[config.mk]
export PLATFORM = sky130hd
export DESIGN_NAME = prd_divider
export DESIGN_NICKNAME = d
export VERILOG_FILES = /design/src/pulse_rate_detector_unit_macros.svh /design/src/prd_pkg.sv /design/src/prd_divider.sv
export SDC_FILE = /design/constraint.sdc
export NUM_CORES = 1
export LEC_CHECK = 0
export ABC_AREA = 1
export BUFFER_PORTS_ARGS = -buffer_cell sky130_fd_sc_hd__buf_2
export CORE_MARGIN = 2
export CORE_UTILIZATION = 34
export CTS_CLUSTER_DIAMETER = 200
export CTS_CLUSTER_SIZE = 10
export DETAILED_ROUTE_END_ITERATION = 10
export PLACE_DENSITY = 0.51
export SLEW_MARGIN = 10
export SYNTH_ARGS = -nofsm -noshare
export SYNTH_HDL_FRONTEND = slang
export SYNTH_SLANG_ARGS = --single-unit
[constraint.sdc]
create_clock -name clk -period 2.5 [get_ports clk]
set_input_delay 0.25 -clock clk [delete_from_list [all_inputs] [get_ports clk]]
set_output_delay 0.25 -clock clk [all_outputs]
set_load 0.05 [all_outputs]
[src/pulse_rate_detector_unit_macros.svh]
`ifndef PULSE_RATE_DETECTOR_UNIT_MACROS_SVH
`define PULSE_RATE_DETECTOR_UNIT_MACROS_SVH

// same-cycle implication, checked on clk, off during reset
`define PRD_ASSERT_IMPLY(label, ante, cons, msg) \
	label: assert property (@(posedge clk) disable iff (!arst_n) (ante) |-> (cons)) \
		else $error(msg);

// next-cycle implication, checked on clk, off during reset
`define PRD_ASSERT_NEXT(label, ante, cons, msg) \
	label: assert property (@(posedge clk) disable iff (!arst_n) (ante) |=> (cons)) \
		else $error(msg);

`endif

[src/prd_pkg.sv]
`default_nettype none

package prd_pkg;

	localparam int SAMPLE_BITS_DEF = 12;
	localparam int LVL_W           = 12;
	localparam int OUT_W           = 12;
	localparam int HOLD_W          = 8;
	localparam int CNT_W           = 4;
	localparam int RATE_W          = 16;
	localparam int CFG_W           = 16;
	localparam int CFG_IDX_W       = 3;
	localparam int TRACK_START     = 2000;

	localparam logic [LVL_W-1:0]  CENTRE_RST   = 12'd2100;
	localparam logic [LVL_W-1:0]  BAND_RST     = 12'd40;
	localparam logic [HOLD_W-1:0] HOLDOFF_RST  = 8'd50;
	localparam logic [LVL_W-1:0]  LOW_RST      = 12'd370;
	localparam logic [LVL_W-1:0]  HIGH_RST     = 12'd3350;
	localparam logic [CNT_W-1:0]  CROSS_RST    = 4'd7;
	localparam logic [RATE_W-1:0] NUMER_RST    = 16'd45000;
	localparam logic [HOLD_W-1:0] RESTART_RST  = 8'd250;
	localparam logic [HOLD_W-1:0] BAD_HOLDOFF  = 8'd125;

	typedef enum logic [CFG_IDX_W-1:0] {
		REG_CENTRE   = 3'd0,
		REG_BAND     = 3'd1,
		REG_HOLDOFF  = 3'd2,
		REG_LOW      = 3'd3,
		REG_HIGH     = 3'd4,
		REG_CROSS    = 3'd5,
		REG_NUMER    = 3'd6,
		REG_RESTART  = 3'd7
	} cfg_reg_t;

	typedef enum logic [1:0] {
		ST_IDLE,
		ST_DIV,
		ST_DONE
	} state_t;

	typedef struct packed {
		logic              start;
		logic [RATE_W-1:0] dividend;
		logic [RATE_W-1:0] divisor;
	} div_req_t;

	typedef struct packed {
		logic              done;
		logic [RATE_W-1:0] quotient;
	} div_rsp_t;

endpackage

`default_nettype wire

[src/prd_divider.sv]
`default_nettype none

module prd_divider
	import prd_pkg::*;
(
	input  wire logic     clk,
	input  wire logic     arst_n,
	input  wire div_req_t req,
	output div_rsp_t      rsp
);

	localparam int CNT_DW = $clog2(RATE_W);

	logic              busy_q;
	logic              done_q;
	logic [CNT_DW-1:0] cnt_q;
	logic [RATE_W-1:0] rem_q;
	logic [RATE_W-1:0] quot_q;
	logic [RATE_W-1:0] divisor_q;
	logic [RATE_W:0]   shifted;
	logic [RATE_W:0]   diff;
	logic              fits;

	assign shifted = {rem_q, quot_q[RATE_W-1]};
	assign diff    = shifted - {1'b0, divisor_q};
	assign fits    = shifted >= {1'b0, divisor_q};

	always_ff @(posedge clk or negedge arst_n) begin
		if (!arst_n) begin
			busy_q <= 1'b0;
			done_q <= 1'b0;
			cnt_q  <= '0;
		end else begin
			done_q <= 1'b0;
			if (req.start) begin
				busy_q <= 1'b1;
				cnt_q  <= '0;
			end else if (busy_q) begin
				cnt_q <= cnt_q + 1'b1;
				if (cnt_q == CNT_DW'(RATE_W - 1)) begin
					busy_q <= 1'b0;
					done_q <= 1'b1;
				end
			end
		end
	end

	always_ff @(posedge clk) begin
		if (req.start) begin
			rem_q     <= '0;
			quot_q    <= req.dividend;
			divisor_q <= req.divisor;
		end else if (busy_q) begin
			rem_q  <= fits ? diff[RATE_W-1:0] : shifted[RATE_W-1:0];
			quot_q <= {quot_q[RATE_W-2:0], fits};
		end
	end

	assign rsp.done     = done_q;
	assign rsp.quotient = quot_q;

endmodule

`default_nettype wire

==> summary.md, run 1 <==
| Metric | Value |
|---|---|
| WP data arrival | between 2000 and 3000 ps |
| H-tree depth | 2 |
| Fillers | 1015 |
| Setup WS pre-CTS | 256 ps |
| Final Cell Area | about 3800 um^2 |
| Post-synth EDFFs | 32 |
| Vias | 2862 |
| CP cell instances | inv_1 > ha_1 > fa_1 > nor2_1 > nor2_1 > o21ai_0 > nand2_1 > nand3_1 > nand3_2 > nand2_1 > nand2_1 |
| Worst Path Required | 2720 ps |
| Share of cells above drive strength 1 | 16.2% |
| Slowest cell delay on critical path | 450 ps |
| Cell taking the most area after synthesis | edfxtp_1 |
| Total gr overflow | 0 |
| Pin count of the biggest net entering global routing | 24 |
| Most frequent cells after synthesis | nand2_1 (161), inv_1 (73), nand3_1 (36) |
| Crit-path most repeated cell | nand2_1 |
| LEAKAGE | 2.00 nW |
| Syn. warnings | 0 |
| Status | finished, final reports clean |
| Length of routed met3 wiring | 385 um |
| DP Area | 3700 um^2 |
| Die H | approximately 100 um |
| Hold path startpoint | req[3] |
| Area Growth Syn to Fin | 16.2% |
| #FFs+latches synth | 54 |
| Clock Path Buffers | 2 |
| Worst-path fanout max | 4 |
| F_max | roughly 440 MHz |
| First-pass GRT wire length | 13.4 mm |
| Setup TNS | 0 ps |
| Switching Share | 44.5% |
| Num CTS Buffers | 5 |
| Relative slew slack | 65.5% |
| Starting density of the core | 35.3% |
| Sink Count | 54 |
| Final Setup Violations | 0 |
| Root Buffer | clkbuf_8 |
| P_sw | 0.00170 W |
| Ports | 52 |
| Logic pwr share | 52.0% |
| Mapped Cells | 437 |
| Clock power share | between 10% and 20% |
| FP Rows | 35 |
| Gr usage total | 16.3% |
| Post_cts resized | 0 |
| Total Routed Length | roughly 7.8 mm |
| DP Wirelength | 6.02 mm |
| Synth top area share | between 20% and 30% |
| Final worst slack | 214 ps |
| Diode count | 0 |
| CP Launch Point | quot_q[15]$_DFFE_PP_ |
| Worst-margin pin slew | 514 ps |
| Top_reg_cell synth | edfxtp_1 |
| DRT met1 WL | 3.78 mm |
| WL/cell | 12.5 um |
| Worst r2r path cells | 11 |
| Met2 WL | 3.43 mm |
| CP startpoint kind | flip-flop |
| Max layer used | met4 |
| Initial antenna violation count | 0 |
| Multi-input gate area | 1530 um^2 |
| Sequential area share after synthesis | 43.5% |
| Fin crit share | 91.4% |
| WP depth | 11 |
| CP Buf/Inv Count | 1 |
| Area contributors post-synth | edfxtp_1 (29%), nand2_1 (18%), dfxtp_1 (9.7%) |
| DRT iter0 DRCs | 80 |
| RePlAce Congestion | 0.923 |
| Clock-pin slew of the registers on the worst-case setup and hold paths | 110 ps |
| Net count, final | 547 |
| Clock Skew | around 7.7 ps |
| Power per cell area | 1000 nW/um^2 |
| Min-Delay Path Class | input pin to flip-flop |
| Most common cell in the netlist | nand2_1 |
| Core footprint | 9330 um^2 |
| Vias/cell | 4.59 |
| Number of global-route vias before repair | around 2900 |
| Fraction of registers with async set/reset | around 11% |
| FF/Latch Area | 1430 um^2 |
| RSZ-0062 raised after global routing | no |
| Avg Inst Size Synth | 7.53 um^2 |
| CTS tree | built |
| Post-route ant nets | 0 |
| Final Hold Viols | 0 |
| Die Area | 10500 um^2 |
| Critical Path Slowest Stage Cell | fa_1 |
| Max-slew violations | 0 |
| Worst R2R Start | quot_q[15]$_DFFE_PP_ |
| Max-cap viol count | 0 |
| Fin crit period | ~2300 ps |
| Drc violations | 0 |
| Clock Latency Late Sink | 320 ps |
| Initial DRT Pass Iterations | 6 |
| Post-Syn Nets | 490 |
| Mapped Area | roughly 3300 um^2 |
| Crit Path Class | flip-flop to flip-flop |
| Post-synthesis cell type count | 33 |
| Critical Path Sink Type | flip-flop |
| PortBufs | 51 |
| Share of power burned in registers | 32.3% |
| Worst path top cell family by delay | simple AND/OR/NAND/NOR gates |
| Chip width | 102 um |
| Hold depth | 1 |
| Worst vdd ir | 0.350 mV |
| Int Power | 0.00213 W |
| Power Total | 0.00383 W |
[worst reg2reg max path: stages (launching register included)]
cell	delay, ps
edfxtp_1	390
inv_1	90
ha_1	230
fa_1	450
nor2_1	130
nor2_1	90
o21ai_0	310
nand2_1	180
nand3_1	140
nand3_2	70
nand2_1	70
nand2_1	40
[flip-flops by register name, indices dropped and copies added, names as in the netlist]
name / flops
busy_q: 1
cnt_q: 4
divisor_q: 16
done_q: 1
quot_q: 16
rem_q: 16
[routing by layer]
layer | vias up | track usage (%)
met2 | 68 | 26.3
met3 | 13 | 3.28
met4 | 0 | 5.85
li1 | 1490 | -
met1 | 1291 | 21.8
met5 | - | 0
[power groups by stage]
stage	sequential, W	combinational (W)	clock (W)
final	0.00124	0.00199	0.000604
after global routing	0.00126	0.00229	0.000658
after CTS	0.00124	0.00201	0.000619
after detailed placement	0.00125	0.00200	0
after global placement	0.00126	0.00200	0
after floorplan	0.00133	0.00150	0
[cell families after synthesis]
| group | Yosys count | synth area share [%] |
|---|---|---|
| fa+ha+maj | 18 | 7.07 |
| buf+inv | 83 | 10.2 |
| simple gates | 249 | 32.9 |
| flops | 54 | 43.5 |
| xor+xnor | 7 | 1.86 |
| compound gates | 26 | 4.52 |
[area by class of cell]
cell class	count	area share, %
clock buffers	7	2.81
clock inverters	1	0.229
inverters	75	7.36
multi-input cells	300	39.9
flip-flops and latches	54	37.4
well taps	129	4.22
repair buffers	58	8.11
[worst paths after layout]
check / end / slack [ps]
setup / recovery: rem_q[14]$_SDFFE_PP0P_ / 210
hold / removal: divisor_q[3]$_DFFE_PP_ / 100
setup reg to reg: rem_q[14]$_SDFFE_PP0P_ / 210
hold reg to reg: rem_q[11]$_SDFFE_PP0P_ / 480
max in group asynchronous: cnt_q[3]$_DFFE_PN0P_ / 2080
min in group asynchronous: cnt_q[2]$_DFFE_PN0P_ / 270
[layout by cell type (no fill, tap or decap), types with 3 or more instances in the layout]
cell and count:
buf_2 51, nand3_1 36, nand3b_1 7, xor2_1 3, inv_1 73, nand3_2 3
clkbuf_8 6, nor3_1 8, dfrtp_1 6, ha_1 17, xnor2_1 4, nor2_2 4
buf_4 6, nor2_1 21, nand2_1 161, edfxtp_1 32, a21oi_1 9, dfxtp_1 16
nand4_1 4, o21ai_0 10
[timing repair]
action	4_1_cts	5_1_grt
hold buffers	1	0
setup buffers	0	0
endpoints found under the hold margin	6	0
[per-stage QoR]
step | std cells | utilization [%] | hold slack [ps]
after floorplan | 437 | - | -45.6
after detailed placement | 615 | 39.7 | 80.7
final | 624 | 41.0 | 100
after global routing | 624 | 41.0 | 85.7
after global placement | 615 | 39.7 | 81.2
after CTS | 624 | 41.0 | 92.7
(Power assumes the default switching activity.)
==> run 2, diff against run 1 <==
--- a/config.mk
+++ b/config.mk
@@ -7,6 +7,7 @@
 export LEC_CHECK = 0
 export ABC_AREA = 1
 export BUFFER_PORTS_ARGS = -buffer_cell sky130_fd_sc_hd__buf_2
+export CORE_ASPECT_RATIO = 0.8
 export CORE_MARGIN = 2
 export CORE_UTILIZATION = 34
 export CTS_CLUSTER_DIAMETER = 200
==> run 2 against run 1 <==
Effect of this change: non-clock buffer count fell by 1; power rose by 3.5%; cell count shrank 1.8%; sequential power about the same; core utilization is 0.74 points lower; critical path depth unchanged; routed wire length up 2.2%; highest routed layer unchanged.
==> summary.md, run 2 (synthesized netlist as in run 1, its figures left out) <==
| Metric | Value |
|---|---|
| Number of global-route vias before repair | 2612 (-10%) |
| Ports | 52 (unchanged) |
| CP startpoint kind | flip-flop |
| Most frequent cells in the layout | nand2_1 (161), inv_1 (73), buf_2 (51), nand3_1 (36), edfxtp_1 (32) |
| CTS tree | built |
| Status | finished, final reports clean |
| F_max | 452 MHz (+3.4%) |
| DP Wirelength | 5.98 mm (-0.59%) |
| Fin crit share | 88.5% (-3.0 points) |
| DRT iter0 DRCs | 145 (+81%) |
| Clock-pin slew of the registers on the worst-case setup and hold paths | 70 ps (-40 ps) |
| WP data arrival | 2410 ps (-100 ps) |
| Relative slew slack | 65.4% (-0.11 points) |
| RSZ-0062 raised after global routing | no |
| Critical Path Sink Type | flip-flop |
| Power per cell area | 1030 nW/um^2 (+3.1%) |
| Fillers | 1017 (+0.20%) |
| Initial DRT Pass Iterations | 5 (-1) |
| Regs by FF count | divisor_q x16, quot_q x16, rem_q x16 |
| WL/cell | 13.0 um (+4.0%) |
| Pin count of the biggest net entering global routing | 32 (+33%) |
| Vias | 2819 (-1.5%) |
| Setup TNS | 0 ps (unchanged) |
| Fin crit period | 2210 ps (-74.3 ps) |
| Worst-margin pin slew | 516 ps (+1.62 ps) |
| Total gr overflow | 0 (unchanged) |
| Post-route ant nets | 0 (unchanged) |
| Total Routed Length | 7.94 mm (+2.2%) |
| Worst R2R Start | quot_q[15]$_DFFE_PP_ |
| Starting density of the core | 34.5% (-0.75 points) |
| Share of cells above drive strength 1 | 16.0% (-0.17 points) |
| Clock Path Buffers | 2 (unchanged) |
| Final worst slack | 288 ps (+74.3 ps) |
| Clock Skew | 7.02 ps (-0.667 ps) |
| H-tree depth | 2 (unchanged) |
| Initial antenna violation count | 0 (unchanged) |
| Most common cell after layout, fill and taps aside | nand2_1 |
| Num CTS Buffers | 5 (unchanged) |
| First-pass GRT wire length | 13.0 mm (-2.7%) |
| Die H | 92.0 um (-10%) |
| CP Launch Point | quot_q[15]$_DFFE_PP_ |
| Final Setup Violations | 0 (unchanged) |
| Core footprint | 9530 um^2 (+2.2%) |
| Vias/cell | 4.60 (+0.27%) |
| Post_cts resized | 0 (unchanged) |
| Net count, final | 546 (-0.18%) |
| Area Growth Syn to Fin | 16.6% |
| RePlAce Congestion | 0.941 (+2.0%) |
| Die Area | 10500 um^2 (about the same) |
| LEAKAGE | 2.01 nW (about the same) |
| Sink Count | 54 (unchanged) |
| FP Rows | 32 (-8.6%) |
| Final Hold Viols | 0 (unchanged) |
| Clock Latency Late Sink | 300 ps (-20 ps) |
| Setup WS pre-CTS | 325 ps (+69.0 ps) |
| Diode count | 0 (unchanged) |
| Hold path startpoint | req[5] |
| Worst Path Required | 2700 ps (-20 ps) |
| Worst-path fanout max | 4 (unchanged) |
| Crit Path Class | flip-flop to flip-flop |
| Max-cap viol count | 0 (unchanged) |
| Min-Delay Path Class | input pin to flip-flop |
| Max-slew violations | 0 (unchanged) |
| Drc violations | 0 (unchanged) |
| Root Buffer | clkbuf_16 |
| Gr usage total | 16.0% (-0.29 points) |
| Worst vdd ir | 0.313 mV (-11%) |
| PortBufs | 51 (unchanged) |
| Chip width | 114 um (+11%) |
run 2: cell count changes in the layout (fill, tap and decap cells not counted):
cell	delta
buf_4	-1
clkinvlp_4	+2
clkbuf_8	-6
clkbuf_16	+4
run 2: what timing repair did:
item,in CTS,in global routing
setup buffers,0,0
hold buffers,1,0
hold endpoints to repair,6,0
run 2: where the power goes:
group          switching (W)  internal [W]  total [W]
registers           0.000107       0.00113    0.00124
clock network       0.000340      0.000375   0.000716
logic                0.00130      0.000707    0.00201
total                0.00175       0.00221    0.00396
run 2: cell type report:
type / count / area, um^2 / area share [%]
Timing Repair Buffer: 57 / 303 / 7.89
Tap cell: 119 / 149 / 3.88
Clock buffer: 5 / 125 / 3.26
Sequential cell: 54 / 1430 / 37.3
Clock inverter: 3 / 23.8 / 0.619
Multi-Input combinational cell: 300 / 1530 / 39.7
Inverter: 75 / 282 / 7.33
run 2: critical path, cell delays in order, from the launching register on:
cell	delay [ps]
edfxtp_1	340
inv_1	60
ha_1	220
fa_1	420
nor2_1	130
nor2_1	100
o21ai_0	330
nand2_1	170
nand3_1	150
nand3_2	80
nand2_1	70
nand2_1	40
run 2: path summary, 6_finish.rpt:
check / endpoint / slack [ps] / cells past startpoint
max: rem_q[14]$_SDFFE_PP0P_ / 290 / 11
min: divisor_q[5]$_DFFE_PP_ / 120 / 1
min reg2reg: rem_q[6]$_SDFFE_PP0P_ / 470 / 2
max reg2reg: rem_q[14]$_SDFFE_PP0P_ / 290 / 11
max in group asynchronous: busy_q$_DFF_PN0_ / 2070 / 2
min in group asynchronous: cnt_q[2]$_DFFE_PN0P_ / 290 / 2
run 2: layer usage:
metal	up-vias	global-route usage, %	part of all wire (%)
li1	1491	-	-
met2	50	22.8	41
met3	9	3.50	4.5
met4	0	3.76	1.1
met1	1269	24.5	53
met5	-	0	0
run 2: per-stage QoR:
step / util (%) / hold slack [ps] / cell area, um^2 / power, W / cells
detailed placement: 38.6 / 79.2 / 3680 / 0.00325 / 604
global placement: 38.6 / 81.1 / 3680 / 0.00328 / 604
floorplan: - / -45.6 / 3290 / 0.00283 / 437
global route: 40.3 / 112 / 3840 / 0.00433 / 613
finish: 40.3 / 120 / 3840 / 0.00396 / 613
CTS: 40.3 / 109 / 3840 / 0.00400 / 613
==> run 3, diff against run 2 <==
--- a/config.mk
+++ b/config.mk
@@ -13,7 +13,7 @@
 export CTS_CLUSTER_DIAMETER = 200
 export CTS_CLUSTER_SIZE = 10
 export DETAILED_ROUTE_END_ITERATION = 10
-export PLACE_DENSITY = 0.51
+export PLACE_DENSITY_LB_ADDON = 0.25
 export SLEW_MARGIN = 10
 export SYNTH_ARGS = -nofsm -noshare
 export SYNTH_HDL_FRONTEND = slang
==> constraint.sdc (replaced) <==
create_clock -name clk -period 2.5 [get_ports clk]
set_input_delay 0.25 -clock clk [delete_from_list [all_inputs] [get_ports clk]]
set_output_delay 0.25 -clock clk [all_outputs]
set_load 0.02 [all_outputs]
==> run 3 against run 2 <==
Effect of this change: clock power about the same; global-route usage grew 0.093 points; non-clock buffer count is 1 higher; combinational power shrank 2%; clock skew fell by 1.6 ps; critical path type unchanged; register-to-register slack lost 120 ps; design area increased by 0.55%; critical path depth unchanged; die area stayed put; sequential power hardly changed; first-iteration DRC count is 21% higher; via count up 0.39%.
==> summary.md, run 3 (synthesized netlist as in run 1, its figures left out) <==
| Metric | Value |
|---|---|
| Status | finished, final reports clean |
| Sink Count | 54 (unchanged) |
| Relative slew slack | 66.0% (+0.58 points) |
| Final Cell Area | 3860 um^2 (+0.55%) |
| Total gr overflow | 0 (unchanged) |
| Most frequent cells in the layout | nand2_1 (161), inv_1 (73), buf_2 (51), nand3_1 (36), edfxtp_1 (32) |
| Number of global-route vias before repair | 2623 (+0.42%) |
| Drc violations | 0 (unchanged) |
| Vias | 2830 (+0.39%) |
| Final Hold Viols | 0 (unchanged) |
| Core footprint | 9530 um^2 (unchanged) |
| Worst-margin pin slew | 507 ps (-8.67 ps) |
| Root Buffer | clkbuf_16 |
| Worst vdd ir | 0.330 mV (+5.6%) |
| Hold path startpoint | req[6] |
| Diode count | 0 (unchanged) |
| Power per cell area | 1010 nW/um^2 (-1.8%) |
| WP data arrival | 2530 ps (+120 ps) |
| RSZ-0062 raised after global routing | no |
| Clock Skew | 5.46 ps (-1.56 ps) |
| PortBufs | 51 (unchanged) |
| Total Routed Length | 7.87 mm (-0.93%) |
| Share of cells above drive strength 1 | 16.2% (+0.17 points) |
| F_max | 429 MHz (-5.1%) |
| Fin crit share | 93.2% (+4.7 points) |
| LEAKAGE | 2.02 nW (+0.75%) |
| Post-route ant nets | 0 (unchanged) |
| Chip width | 114 um (unchanged) |
| Max-cap viol count | 0 (unchanged) |
| Clock Latency Late Sink | 300 ps (about the same) |
| Post-Route Utilization | 40.5% (+0.22 points) |
| Area Growth Syn to Fin | 17.3% |
| Setup WS pre-CTS | 238 ps (-86.8 ps) |
| First-pass GRT wire length | 13.2 mm (+0.96%) |
| Worst-path fanout max | 4 (unchanged) |
| CTS tree | built |
| Crit Path Class | flip-flop to flip-flop |
| CP startpoint kind | flip-flop |
| Die H | 92.0 um (unchanged) |
| Critical Path Sink Type | flip-flop |
| Hold depth | 1 (unchanged) |
| Num CTS Buffers | 5 (unchanged) |
| Pin count of the biggest net entering global routing | 33 (+3.1%) |
| Final Setup Violations | 0 (unchanged) |
| Die Area | 10500 um^2 (unchanged) |
| Max-slew violations | 0 (unchanged) |
| RePlAce Congestion | 0.907 (-3.7%) |
| Worst Path Required | 2700 ps (about the same) |
| Setup TNS | 0 ps (unchanged) |
| Worst R2R Start | quot_q[15]$_DFFE_PP_ |
| Initial DRT Pass Iterations | 4 (-1) |
| WL/cell | 12.8 um (-1.1%) |
| Min-Delay Path Class | input pin to flip-flop |
| DRT iter0 DRCs | 176 (+21%) |
| Final worst slack | 170 ps (-118 ps) |
| Fin crit period | 2330 ps (+118 ps) |
| Regs by FF count | divisor_q x16, quot_q x16, rem_q x16 |
| DP Wirelength | 5.91 mm (-1.2%) |
| FP Rows | 32 (unchanged) |
| Worst hold slack | 121 ps (+0.702 ps) |
| Post-CTS setup buffer count | 0 (unchanged) |
| Clock-pin slew of the registers on the worst-case setup and hold paths | 70 ps (about the same) |
| DP Area | 3700 um^2 (+0.54%) |
| Ports | 52 (unchanged) |
| Clock Path Buffers | 2 (unchanged) |
| Most common cell after layout, fill and taps aside | nand2_1 |
| Starting density of the core | 34.5% (unchanged) |
| Vias/cell | 4.61 (+0.23%) |
| Worst r2r path cells | 11 (unchanged) |
| Initial antenna violation count | 0 (unchanged) |
| H-tree depth | 2 (unchanged) |
| Net count, final | 547 (+0.18%) |
| Reg-to-reg setup timing slack | 170 ps (-120 ps) |
| Hold EP | divisor_q[6]$_DFFE_PP_ |
| Gr usage total | 16.1% (+0.093 points) |
| Worst R2R End | rem_q[14]$_SDFFE_PP0P_ |
run 3: cell count changes in the layout (fill, tap and decap cells not counted):
| cell | delta |
|---|---|
| buf_12 | +1 |
| clkinv_4 | +1 |
| clkinvlp_4 | -1 |
run 3: cell type report:
| type | count | area [um^2] |
|---|---|---|
| clock inverters | 3 | 25.0 |
| repair buffers | 58 | 323 |
| fillers | 1023 | 5670 |
| inverters | 75 | 282 |
| clock buffers | 5 | 125 |
| multi-input cells | 300 | 1530 |
| well taps | 119 | 149 |
| flip-flops and latches | 54 | 1430 |
run 3: through the flow:
step | cells | total power [W]
2_1_floorplan | 437 | 0.00276
4_1_cts | 614 | 0.00393
3_3_place_gp | 605 | 0.00318
6_report | 614 | 0.00391
5_1_grt | 614 | 0.00427
3_5_place_dp | 605 | 0.00319
run 3: per-layer routing:
layer	wire, um	track usage (%)	part of all wire (%)	vias up
met5	0	0	0	-
met4	91	4.37	1.2	0
met3	364	3.64	4.6	8
met2	3320	22.6	42	45
met1	4100	24.6	52	1284
li1	-	-	-	1493
run 3: repair_timing:
item                      CTS  global route
hold buffers                1             0
gates resized for setup     0             0
hold endpoints to repair    6             0
run 3: where the power goes:
part	switching, W	internal [W]	leakage [nW]
logic	0.00124	0.000722	1.41
clock network	0.000337	0.000377	0.0704
registers	0.000105	0.00113	0.541
run 3: worst max path at each step:
stage,slack [ps],to,from,depth (start not counted)
6_report,170,rem_q[14]$_SDFFE_PP0P_,quot_q[15]$_DFFE_PP_,11
5_1_grt,2,rem_q[14]$_SDFFE_PP0P_,quot_q[15]$_DFFE_PP_,11
4_1_cts,210,rem_q[14]$_SDFFE_PP0P_,quot_q[15]$_DFFE_PP_,11
3_5_place_dp,240,rem_q[14]$_SDFFE_PP0P_,quot_q[15]$_DFFE_PP_,11
3_3_place_gp,240,rem_q[14]$_SDFFE_PP0P_,quot_q[15]$_DFFE_PP_,11
2_1_floorplan,480,rem_q[14]$_SDFFE_PP0P_,quot_q[15]$_DFFE_PP_,11
run 3: worst max-delay path, stage by stage, from the launching register on:
cell and delay (ps):
edfxtp_1 350, inv_1 60, ha_1 230, fa_1 440, nor2_1 150, nor2_1 120
o21ai_0 390, nand2_1 180, nand3_1 140, nand3_2 80, nand2_1 70, nand2_1 50
